**src/rtl/swkr_pkg.sv**
```systemverilog
// swkr_pkg: types and codes shared by the keyed-removal stack.
// Used by swkr_cell and stack_with_keyed_removal_unit; no dependencies.
package swkr_pkg;

  // counter/index width large enough for any supported depth (up to 63)
  localparam int CNT_W = 6;

  typedef enum logic [1:0] {
    CMD_CLEAR  = 2'd0,
    CMD_PUSH   = 2'd1,
    CMD_REMOVE = 2'd2,
    CMD_LIST   = 2'd3
  } cmd_t;

  typedef enum logic [1:0] {
    KIND_DONE    = 2'd0,
    KIND_REMOVED = 2'd1,
    KIND_LISTED  = 2'd2
  } kind_t;

  typedef enum logic [1:0] {
    ST_OK     = 2'd0,
    ST_FULL   = 2'd1,
    ST_EMPTY  = 2'd2,
    ST_NOINIT = 2'd3
  } status_t;

  typedef enum logic [1:0] {
    S_IDLE,
    S_REMOVE,
    S_LIST,
    S_DONE
  } state_t;

  // per-cycle move of the cell chain
  typedef enum logic [1:0] {
    OP_HOLD,
    OP_PUSH,   // every cell takes its upper neighbor, cell 0 takes the new entry
    OP_POP     // every cell takes its lower neighbor, head may re-enter at app_idx
  } cell_op_t;

  typedef struct packed {
    cell_op_t         op;
    logic             app_en;
    logic [CNT_W-1:0] app_idx;
  } cell_ctl_t;

  typedef struct packed {
    logic signed [31:0] plate;
    logic        [31:0] payload;
  } entry_t;

  typedef struct packed {
    logic        [1:0]  cmd;
    logic signed [31:0] plate;
    logic        [31:0] payload;
  } in_item_t;

  typedef struct packed {
    logic        [1:0]  kind;
    logic        [1:0]  status;
    logic signed [31:0] entry_plate;
    logic        [31:0] entry_payload;
    logic               last;
  } out_item_t;

endpackage

```
**src/rtl/swkr_cell.sv**
```systemverilog
// swkr_cell: one stack slot of the chain; holds one entry.
// Depends on swkr_pkg for the entry and chain control types.
module swkr_cell #(
  parameter int IDX = 0
) (
  input  logic                clk,
  input  swkr_pkg::cell_ctl_t ctl,
  input  swkr_pkg::entry_t    above,   // neighbor nearer the top (or new entry)
  input  swkr_pkg::entry_t    below,   // neighbor farther from the top
  input  swkr_pkg::entry_t    head,    // entry leaving cell 0 this cycle
  output swkr_pkg::entry_t    q
);

  swkr_pkg::entry_t q_next;
  logic             app_hit;

  assign app_hit = ctl.app_en && (ctl.app_idx == swkr_pkg::CNT_W'(IDX));

  // select next content
  always_comb begin
    case (ctl.op)
      swkr_pkg::OP_PUSH: q_next = above;
      swkr_pkg::OP_POP:  q_next = app_hit ? head : below;
      default:           q_next = q;
    endcase
  end

  always_ff @(posedge clk) begin
    q <= q_next;
  end

endmodule

```
**src/rtl/stack_with_keyed_removal_unit.sv**
```systemverilog
// Keyed-removal stack: clear and push accept the command, then emit a done item; list emits
// fill+1 items (fill entries, then done); remove-by-plate runs a match walk, a listing walk
// over survivors, then done. List and remove on an empty or uninitialized stack go to done.
// One command at a time; a walk step advances only when the result register is free, so
// output stall stretches the walk. Reset (synchronous, active high) empties the stack and
// marks it uninitialized; entry contents are not reset.
module stack_with_keyed_removal_unit #(
  parameter int DEPTH = 8
) (
  input  logic                  clk,
  input  logic                  rst,
  input  logic                  cmd_valid,
  output logic                  cmd_stall,
  input  swkr_pkg::in_item_t    cmd_data,
  output logic                  res_valid,
  input  logic                  res_stall,
  output swkr_pkg::out_item_t   res_data
);

  localparam int CW = $clog2(DEPTH + 1);

  swkr_pkg::state_t    state, state_next;
  logic [CW-1:0]       fill;
  logic [CW-1:0]       t;
  logic [CW-1:0]       kept;
  logic [CW-1:0]       kept_next;
  logic [CW-1:0]       app_idx;
  logic                started;
  logic signed [31:0]  key;
  swkr_pkg::status_t   status;

  logic                slot;
  logic                accept;
  logic                last_step;
  logic                match;
  logic                emit;
  swkr_pkg::out_item_t emit_item;
  swkr_pkg::cell_ctl_t ctl;
  swkr_pkg::entry_t    new_entry;
  swkr_pkg::entry_t    cells [DEPTH];

  assign slot      = !res_valid || !res_stall;
  assign cmd_stall = (state != swkr_pkg::S_IDLE);
  assign accept    = cmd_valid && !cmd_stall;
  assign last_step = (t == fill - CW'(1));
  assign match     = (cells[0].plate == key);
  assign kept_next = kept + CW'(!match);
  // unprocessed entries sit above the kept ones; head re-enters right after them
  assign app_idx   = fill - t - CW'(1) + kept;

  assign new_entry.plate   = cmd_data.plate;
  assign new_entry.payload = cmd_data.payload;

  // cell chain, cell 0 is the top of stack
  for (genvar i = 0; i < DEPTH; i++) begin : g_cell
    swkr_pkg::entry_t above, below;
    if (i == 0) begin : g_top
      assign above = new_entry;
    end else begin : g_mid
      assign above = cells[i-1];
    end
    if (i == DEPTH - 1) begin : g_end
      assign below = cells[i];
    end else begin : g_inner
      assign below = cells[i+1];
    end
    swkr_cell #(.IDX(i)) u_cell (
      .clk   (clk),
      .ctl   (ctl),
      .above (above),
      .below (below),
      .head  (cells[0]),
      .q     (cells[i])
    );
  end

  // next state
  always_comb begin
    state_next = state;
    case (state)
      swkr_pkg::S_IDLE: begin
        if (accept) begin
          if (cmd_data.cmd == swkr_pkg::CMD_CLEAR || cmd_data.cmd == swkr_pkg::CMD_PUSH ||
              !started || fill == '0) begin
            state_next = swkr_pkg::S_DONE;
          end else if (cmd_data.cmd == swkr_pkg::CMD_REMOVE) begin
            state_next = swkr_pkg::S_REMOVE;
          end else begin
            state_next = swkr_pkg::S_LIST;
          end
        end
      end
      swkr_pkg::S_REMOVE: begin
        if (slot && last_step) begin
          state_next = (kept_next == '0) ? swkr_pkg::S_DONE : swkr_pkg::S_LIST;
        end
      end
      swkr_pkg::S_LIST: begin
        if (slot && last_step) state_next = swkr_pkg::S_DONE;
      end
      swkr_pkg::S_DONE: begin
        if (slot) state_next = swkr_pkg::S_IDLE;
      end
      default: state_next = swkr_pkg::S_IDLE;
    endcase
  end

  // chain control and result selection
  always_comb begin
    ctl.op                  = swkr_pkg::OP_HOLD;
    ctl.app_en              = 1'b0;
    ctl.app_idx             = swkr_pkg::CNT_W'(app_idx);
    emit                    = 1'b0;
    emit_item.kind          = swkr_pkg::KIND_DONE;
    emit_item.status        = swkr_pkg::ST_OK;
    emit_item.entry_plate   = cells[0].plate;
    emit_item.entry_payload = cells[0].payload;
    emit_item.last          = 1'b0;
    case (state)
      swkr_pkg::S_IDLE: begin
        if (accept && cmd_data.cmd == swkr_pkg::CMD_PUSH && started &&
            fill != CW'(DEPTH)) begin
          ctl.op = swkr_pkg::OP_PUSH;
        end
      end
      swkr_pkg::S_REMOVE: begin
        if (slot) begin
          ctl.op         = swkr_pkg::OP_POP;
          ctl.app_en     = !match;
          emit           = match;
          emit_item.kind = swkr_pkg::KIND_REMOVED;
        end
      end
      swkr_pkg::S_LIST: begin
        if (slot) begin
          ctl.op         = swkr_pkg::OP_POP;
          ctl.app_en     = 1'b1;
          emit           = 1'b1;
          emit_item.kind = swkr_pkg::KIND_LISTED;
        end
      end
      swkr_pkg::S_DONE: begin
        emit                    = slot;
        emit_item.status        = status;
        emit_item.entry_plate   = '0;
        emit_item.entry_payload = '0;
        emit_item.last          = 1'b1;
      end
      default: ;
    endcase
  end

  // control registers
  always_ff @(posedge clk) begin
    if (rst) begin
      state     <= swkr_pkg::S_IDLE;
      fill      <= '0;
      started   <= 1'b0;
      res_valid <= 1'b0;
    end else begin
      state <= state_next;
      if (slot) res_valid <= emit;
      case (state)
        swkr_pkg::S_IDLE: begin
          if (accept) begin
            if (cmd_data.cmd == swkr_pkg::CMD_CLEAR) begin
              started <= 1'b1;
              fill    <= '0;
            end else if (started && cmd_data.cmd == swkr_pkg::CMD_PUSH &&
                         fill != CW'(DEPTH)) begin
              fill <= fill + CW'(1);
            end
          end
        end
        swkr_pkg::S_REMOVE: begin
          if (slot && last_step) fill <= kept_next;
        end
        default: ;
      endcase
    end
  end

  // walk counters, key, status and result payload
  always_ff @(posedge clk) begin
    if (slot && emit) res_data <= emit_item;
    case (state)
      swkr_pkg::S_IDLE: begin
        t    <= '0;
        kept <= '0;
        if (accept) begin
          key <= cmd_data.plate;
          if (cmd_data.cmd == swkr_pkg::CMD_CLEAR) begin
            status <= swkr_pkg::ST_OK;
          end else if (!started) begin
            status <= swkr_pkg::ST_NOINIT;
          end else if (cmd_data.cmd == swkr_pkg::CMD_PUSH) begin
            status <= (fill == CW'(DEPTH)) ? swkr_pkg::ST_FULL : swkr_pkg::ST_OK;
          end else begin
            status <= (fill == '0) ? swkr_pkg::ST_EMPTY : swkr_pkg::ST_OK;
          end
        end
      end
      swkr_pkg::S_REMOVE: begin
        if (slot) begin
          t    <= last_step ? '0 : t + CW'(1);
          kept <= last_step ? '0 : kept_next;
        end
      end
      swkr_pkg::S_LIST: begin
        if (slot) begin
          t    <= last_step ? '0 : t + CW'(1);
          kept <= last_step ? '0 : kept + CW'(1);
        end
      end
      default: ;
    endcase
  end

  // checks
  a_fill_bound: assert property (@(posedge clk) disable iff (rst)
    fill <= CW'(DEPTH))
    else $error("stack fill count above depth");

  a_walk_nonempty: assert property (@(posedge clk) disable iff (rst)
    (state == swkr_pkg::S_REMOVE || state == swkr_pkg::S_LIST) |-> fill != '0)
    else $error("walk running over an empty stack");

  a_last_is_done: assert property (@(posedge clk) disable iff (rst)
    res_valid && res_data.last |-> res_data.kind == swkr_pkg::KIND_DONE)
    else $error("final transfer of a command is not a done item");

  a_noinit_no_entries: assert property (@(posedge clk) disable iff (rst)
    res_valid && !started |-> res_data.kind == swkr_pkg::KIND_DONE)
    else $error("entry reported before the stack was initialized");

endmodule
```
**config.mk**
```make
export PLATFORM = sky130hd
export DESIGN_NAME = stack_with_keyed_removal_unit
export DESIGN_NICKNAME = d
export VERILOG_FILES = /design/src/rtl/swkr_pkg.sv /design/src/rtl/swkr_cell.sv /design/src/rtl/stack_with_keyed_removal_unit.sv
export SDC_FILE = /design/constraint.sdc
export NUM_CORES = 1
export LEC_CHECK = 0
export BUFFER_PORTS_ARGS = -buffer_cell sky130_fd_sc_hd__buf_2
export CORE_MARGIN = 2
export CORE_UTILIZATION = 67
export DETAILED_ROUTE_END_ITERATION = 10
export GPL_TIMING_DRIVEN = 0
export PLACE_DENSITY = 0.93
export SYNTH_ARGS = -nofsm -noshare
export SYNTH_HDL_FRONTEND = slang
export SYNTH_SLANG_ARGS = --single-unit
```
**constraint.sdc**
```tcl
create_clock -name clk -period 24.9 [get_ports clk]
set_input_delay 2.49 -clock clk [delete_from_list [all_inputs] [get_ports clk]]
set_output_delay 2.49 -clock clk [all_outputs]
set_load 0.01 [all_outputs]
```
# After elaboration in Yosys (flattened, before gate mapping)
# Index checks and enable logic that the tools add are counted.
# Widths: inputs -> output; s select.
totals:
  out_inout_bits: 71
  reg_bits: 631
  latchBits: 0
  in_bits: 70
  romBits: 0
  word_cells: 162
  memories: 0
  ram_bits: 0
op_classes:
  n_reduce_logical: 44
  n_mux: 53
  n_div: 0
  magnitude_cmp: 0
  bitwise: 0
  shifts: 0
  n_eq_ne: 28
  addsub: 8
  mul: 0
ops:
  columns: ["operator", "n"]
  rows:
  - ["$pmux 64 s2", 8]
  - ["$mux 64", 8]
  - ["$mux 4", 10]
  - ["$eq 32x32->1", 1]
  - ["$mux 2", 10]
  - ["$eq 4x3->1 const B", 4]
  - ["$logic_and 1x1->1", 16]
  - ["$pmux 4 s2", 2]
  - ["$ne 2x2->1 const B", 7]
  - ["$add 4x1->4 const B", 3]
  - ["$pmux 4 s3", 1]
  - ["$eq 2x2->1 const B", 4]
  - ["$eq 4x2->1 const B", 2]
  - ["$logic_not 4->1", 2]
  - ["$pmux 2 s4", 1]
  - ["$reduce_and 2->1", 4]
  - ["$reduce_and 4->1", 2]
  - ["$reduce_bool 2->1", 4]
  - ["$sub 4x1->4 const B", 2]
  - ["$mux 1", 7]
  - ["$eq 2x1->1 const B", 3]
  - ["$logic_not 6->1", 1]
  - ["$mux 3", 2]
  - ["$pmux 2 s3", 1]
  - ["other kinds (18)", 28]

# Longest topological paths before layout
logic_depth:
  ltp_word: 11
  ltp_mapped: 14
  ltp_nobuf: 12

# Modules after synthesis
# Synthesis repeated with hierarchy kept, for this count alone.
unflattened:
  hier_cells: 3634
  area_unflattened_um2: 35691.7
by_module_without_submodules:
  columns: ["mod", "instances", "cells_each", "seq_area_each_um2", "area_per_inst_um2"]
  rows:
  - ["swkr_cell at g_cell[1].u_cell ...", 2, 420, 1921.8, 3829.9]
  - ["swkr_cell at g_cell[5].u_cell ...", 2, 416, 1921.8, 3819.9]
  - ["stack_with_keyed_removal_unit", 1, 378, 3493.4, 5282.6]
  - ["swkr_cell at g_cell[4].u_cell", 1, 415, 1921.8, 3813.7]
  - ["swkr_cell at g_cell[3].u_cell", 1, 398, 1921.8, 3781.1]
  - ["swkr_cell at g_cell[7].u_cell", 1, 375, 1921.8, 3768.6]
  - ["swkr_cell at g_cell[0].u_cell", 1, 396, 1921.8, 3746.1]

# Least setup slack after synthesis
# Ideal clock, no wire load.
synth_path:
  path_type: "input -> register"
  startpoint: "input port cmd_data[64] (netlist name)"
  endpoint: "register g_cell[1].u_cell.q[0] (netlist name) (enable)"
  arrival_ns: 10.759
  required_ns: 24.166
  setup_slack_ns: 13.407
  stages: 5
  setup_ns: 0.734
  path_buffers: 0
  path_cell_list: "inv_1 -> or4_1 -> inv_1 -> ha_1 -> inv_1"
synth_via:
  elab_chain_len: 8
  elab_cells_between_ends: 9
  classes_between: "eq/ne (3); mux (2); reduce/logical (4)"
synth_lines:
  columns: ["item", "line_no", "rtl"]
  rows:
  - ["start: declaration", "stack_with_keyed_removal_unit.sv:14", "input swkr_pkg::in_item_t cmd_data,"]
  - ["$eq 2x1->1 (*)", "stack_with_keyed_removal_unit.sv:121", "if (accept && cmd_data.cmd == swkr_pkg::CMD_PUSH && started &&"]
  - ["$logic_and 1x1->1 (*) (3 in series)", "stack_with_keyed_removal_unit.sv:121", null]
  - ["$mux 1 (*)", "stack_with_keyed_removal_unit.sv:121", null]
  - ["$pmux 2 s3 (*)", "stack_with_keyed_removal_unit.sv:119", "case (state)"]
  - ["$eq 2x1->1 / $eq 2x2->1 (equally long branches)", "swkr_cell.sv:21", "case (ctl.op)"]
  - ["$reduce_bool 2->1 (no source line) (*)", null, null]
  - ["end signal: assignment", "swkr_cell.sv:29", "q <= q_next;"]
  - ["end: declaration", "swkr_cell.sv:11", "output swkr_pkg::entry_t q"]
# Every way passes the cells marked *; elsewhere a longest branch is shown, timed or not.
# A chain may end at the register's enable or synchronous reset.

# Worst setup path after layout
layout_path:
  startpoint: "input port res_stall"
  endpoint: "register g_cell[0].u_cell.q[8] (netlist name) (enable)"
layout_via:
  elab_chain_len: 7
  elab_cells_between_ends: 12
  classes_between: "eq/ne (3); mux (4); reduce/logical (5)"
layout_lines:
  columns: ["item", "line_no", "rtl"]
  rows:
  - ["start: declaration", "stack_with_keyed_removal_unit.sv:16", "input logic res_stall,"]
  - ["$logic_not 1->1 (*)", "stack_with_keyed_removal_unit.sv:42", "assign slot = !res_valid || !res_stall;"]
  - ["$logic_or 1x1->1 (*)", "stack_with_keyed_removal_unit.sv:42", null]
  - ["$mux 3 (on tied branches)", "stack_with_keyed_removal_unit.sv:135, stack_with_keyed_removal_unit.sv:127", null]
  - ["$pmux 2 s3 / $pmux 1 s2 (equally long branches)", "stack_with_keyed_removal_unit.sv:119", null]
  - ["$eq 2x2->1 (tied with other cells)", "swkr_cell.sv:21", null]
  - ["$ne 2x2->1 (no source line) / $reduce_bool 2->1 (equally long branches)", null, null]
  - ["$reduce_and 2->1 (no source line) (*)", null, null]
  - ["end signal: assignment", "swkr_cell.sv:29", null]
  - ["end: declaration", "swkr_cell.sv:11", null]
# Marks and branches as above.

==> results.json <==
{
  "synth_top_family_by_area": "compound AO/OA/AOI/OAI gates",
  "drt_pass1_iterations": 7,
  "cp_num_buf_inv": 8,
  "synthSimpleGateAreaFrac_pct": 5.96,
  "hold_path.class": "reg2reg",
  "cts_resized": 0,
  "io_pins": 141,
  "crit_chain": "buf_2 -> and2_1 -> or3_1 -> inv_1 -> ha_1 -> clkbuf_1 -> clkbuf_1 -> clkbuf_1 -> clkbuf_1 -> nand2_1 -> nor3_1 -> a31oi_4 -> buf_16 -> buf_16",
  "ys_async_sr_fraction_pct": 0,
  "synth_mux_area_share_pct": 5.30,
  "cp.depth": 14,
  "die_x_um": 221,
  "drc": 0,
  "yosys.area.top_type": "edfxtp_1",
  "status": "completed",
  "crit_arrival_ns": 7.69,
  "wl_um": 88800,
  "cp_top_family": "buffers and inverters",
  "end_kind": "flip-flop",
  "ir_worst_vdd_mv": 0.158,
  "cap_violations": 0,
  "die_y_um": 221,
  "period_share_pct": 29.5,
  "nets": 2750,
  "core-area_sq_um": 46500,
  "worst_path_max_delay_cell": "clkbuf_1",
  "fmax_mhz": 136,
  "synth_top_area_share_pct": 59.5,
  "gp_congestion": 0.942,
  "fin_crit_ns": 7.35,
  "cts_made_buffers": 67,
  "drt_iter0_markers": 4025,
  "finalSetupViolations": 0,
  "grt_setup_unrepaired": "no",
  "startpoint_type": "input pin",
  "synth-edff-count": 623,
  "ys_types": 55,
  "power.leakage_uw": 0.0122,
  "synth_flop_cell": "edfxtp_1",
  "final_layout_size_suffix_gt1_share_pct": 15.3,
  "holdBufCountCts": 0,
  "io_buffer_count": 140,
  "root_buffer": "clkbuf_16",
  "dieArea_sq_um": 48700,
  "grt_overflow": 0,
  "synth_compound_area_share_pct": 19.8,
  "dp_cells": 3199,
  "r2r_slack_ns": 18.59,
  "synthTopCellsByArea": "edfxtp_1 (59%), o2111ai_1 (5.3%), o221ai_1 (5.3%)",
  "crit_top_cell": "clkbuf_1",
  "synth_area_sq_um": 31500,
  "reg2reg_depth": 16,
  "cts_setup_buffers": 0,
  "synth.most_common_cell": "edfxtp_1",
  "synth_seq_cells": 631,
  "cts_max_level": 3,
  "area_growth_pct": 12.1,
  "path_class": "in2reg",
  "synthCells": 2444,
  "synth_fa_ha_area_share_pct": 0.851,
  "syn_nets": 2533,
  "crit_end": "g_cell[0].u_cell.q[8]",
  "final_cells": 3320,
  "cts_buffer_depth": 3,
  "vias": 24000,
  "fillCellCount": 2730,
  "cts_tree": "built",
  "timing.hold.ws_ns": 0.535,
  "avgRoutedWirePerCell_um": 26.7,
  "grt_antenna_before_repair": 4,
  "std_cell_rows": 79,
  "critPathRequiredTime_ns": 25.24,
  "synthXorXnorAreaFrac_pct": 1.43,
  "grt_pass1_vias": 23500,
  "powerDensity_nw_per_um2": 167,
  "drv_slew": 0,
  "hold_viol_final": 0,
  "final.setup.tns_ns": 0,
  "regToRegEndpoint": "g_cell[0].u_cell.q[8]",
  "ant_nets": 0,
  "path_clk_slew_ns": 0.06,
  "grt_first_pass_wirelength_um": 134000,
  "timing.final.ws_setup_ns": 17.55,
  "post-route-util_pct": 75.9,
  "crit_start": "res_stall",
  "slowest_delay_ns": 1.05,
  "yosysSeqAreaShare_pct": 60.0,
  "skew_ns": 0.0424,
  "max_slew_margin_pct": 9.27,
  "yosys_warnings": 0,
  "insertion_delay_ns": 0.63,
  "cp_max_fo": 20,
  "grt_max_degree": 145,
  "r2r-start": "state[1]",
  "grt_util_all_layers_pct": 36.3,
  "hpwlAfterDp_um": 59200,
  "dp_slack_ns": 17.28,
  "tightest_slew_ns": 1.36,
  "routed_via_density": 7.23,
  "avgSynthCellArea_sq_um": 12.9,
  "initial_core_util_pct": 67.7,
  "synth_top_cells_by_count": "edfxtp_1 (623), inv_1 (279), nor2b_1 (194)",
  "cts.sinks": 631
}
## layout by cell type, fill, tap and decap left out, drive strengths merged, types with 2 or more instances in the layout
cell | synthesis | routed
edfxtp | 623 | 623
inv | 279 | 282
clkbuf | 186 | 274
buf | 69 | 217
nor2b | 194 | 194
o2111ai | 192 | 192
o221ai | 192 | 192
a211oi | 130 | 130
a311o | 128 | 128
mux2 | 128 | 128
nand2 | 75 | 75
o21ai | 69 | 69
xor2 | 38 | 38
clkinv | 0 | 23
nor2 | 22 | 22
ha | 15 | 15
a21oi | 13 | 13
nor4 | 9 | 9
nand4 | 8 | 8
dfxtp | 8 | 8
and2 | 5 | 5
nor3 | 5 | 5
nand3 | 5 | 5
bufinv | 0 | 5
xnor2 | 5 | 5
and3 | 4 | 4
o31ai | 4 | 4
fa | 4 | 4
or3 | 3 | 3
o21a | 3 | 3
a31oi | 3 | 3
diode | 0 | 2
or2 | 2 | 2
a21o | 2 | 2
a31o | 2 | 2
or4 | 2 | 2
a22oi | 2 | 2
nand2b | 2 | 2
## state kept, by name, summed over array words and instances (netlist names)
register,count
status,2
kept,4
g_cell.u_cell.q,512
res_valid,1
key,32
t,4
started,1
state,2
fill,4
res_data,69
## final cells by class
cell class	instances	area [sq um]	area share, %
sequential	631	18900	53.5
multi-input combinational	1279	10500	29.8
clock buffer	88	1820	5.16
inverter	279	1050	2.99
buffer	255	1050	2.98
timing repair buffer	148	898	2.55
tap	607	759	2.15
clock inverter	31	299	0.848
antenna	2	5.00	0.0142
## worst min path at each step
stage / startpoint / to / slack (ns) / cells after the start
2_1_floorplan: fill[2] / fill[2] / 0.49 / 2
6_report: status[0] / res_data[65] / 0.53 / 1
5_1_grt: status[0] / res_data[65] / 0.56 / 1
3_3_place_gp: status[0] / res_data[65] / 0.50 / 1
3_5_place_dp: status[0] / res_data[65] / 0.52 / 1
4_1_cts: fill[2] / fill[2] / 0.53 / 2
## per-layer routing
layer	GRT usage [%]	up-vias	wire length, um
li1	-	10100	-
met4	19.1	2	4840
met2	57.4	1946	40900
met3	9.03	359	11400
met5	0	-	13
met1	46.7	11600	31700
## power breakdown
group          internal, uW  switching (uW)  leakage, uW  total, uW
sequential             2020             300      0.00597       2320
clock                   568             424      0.00104        991
combinational           924            1660      0.00522       2590
## cells by family (layout without fill, tap and decap cells)
group / after synthesis / count (layout)
AOI/OAI and AO/OA: 748 / 748
xor gates and xnor gates: 45 / 45
adders and majority gates: 19 / 19
buffers and inverters: 534 / 801
DFF: 631 / 631
muxes: 128 / 128
other: 0 / 2
and+or+nand+nor: 339 / 339
## per-stage QoR
step | instance area (sq um) | power [uW]
floorplan | 31500 | 4050
global placement | 32900 | 4750
detailed placement | 33100 | 4760
CTS | 35300 | 5780
global route | 35300 | 6110
finish | 35300 | 5900
Note: power is estimated with default switching activity, not from simulation.
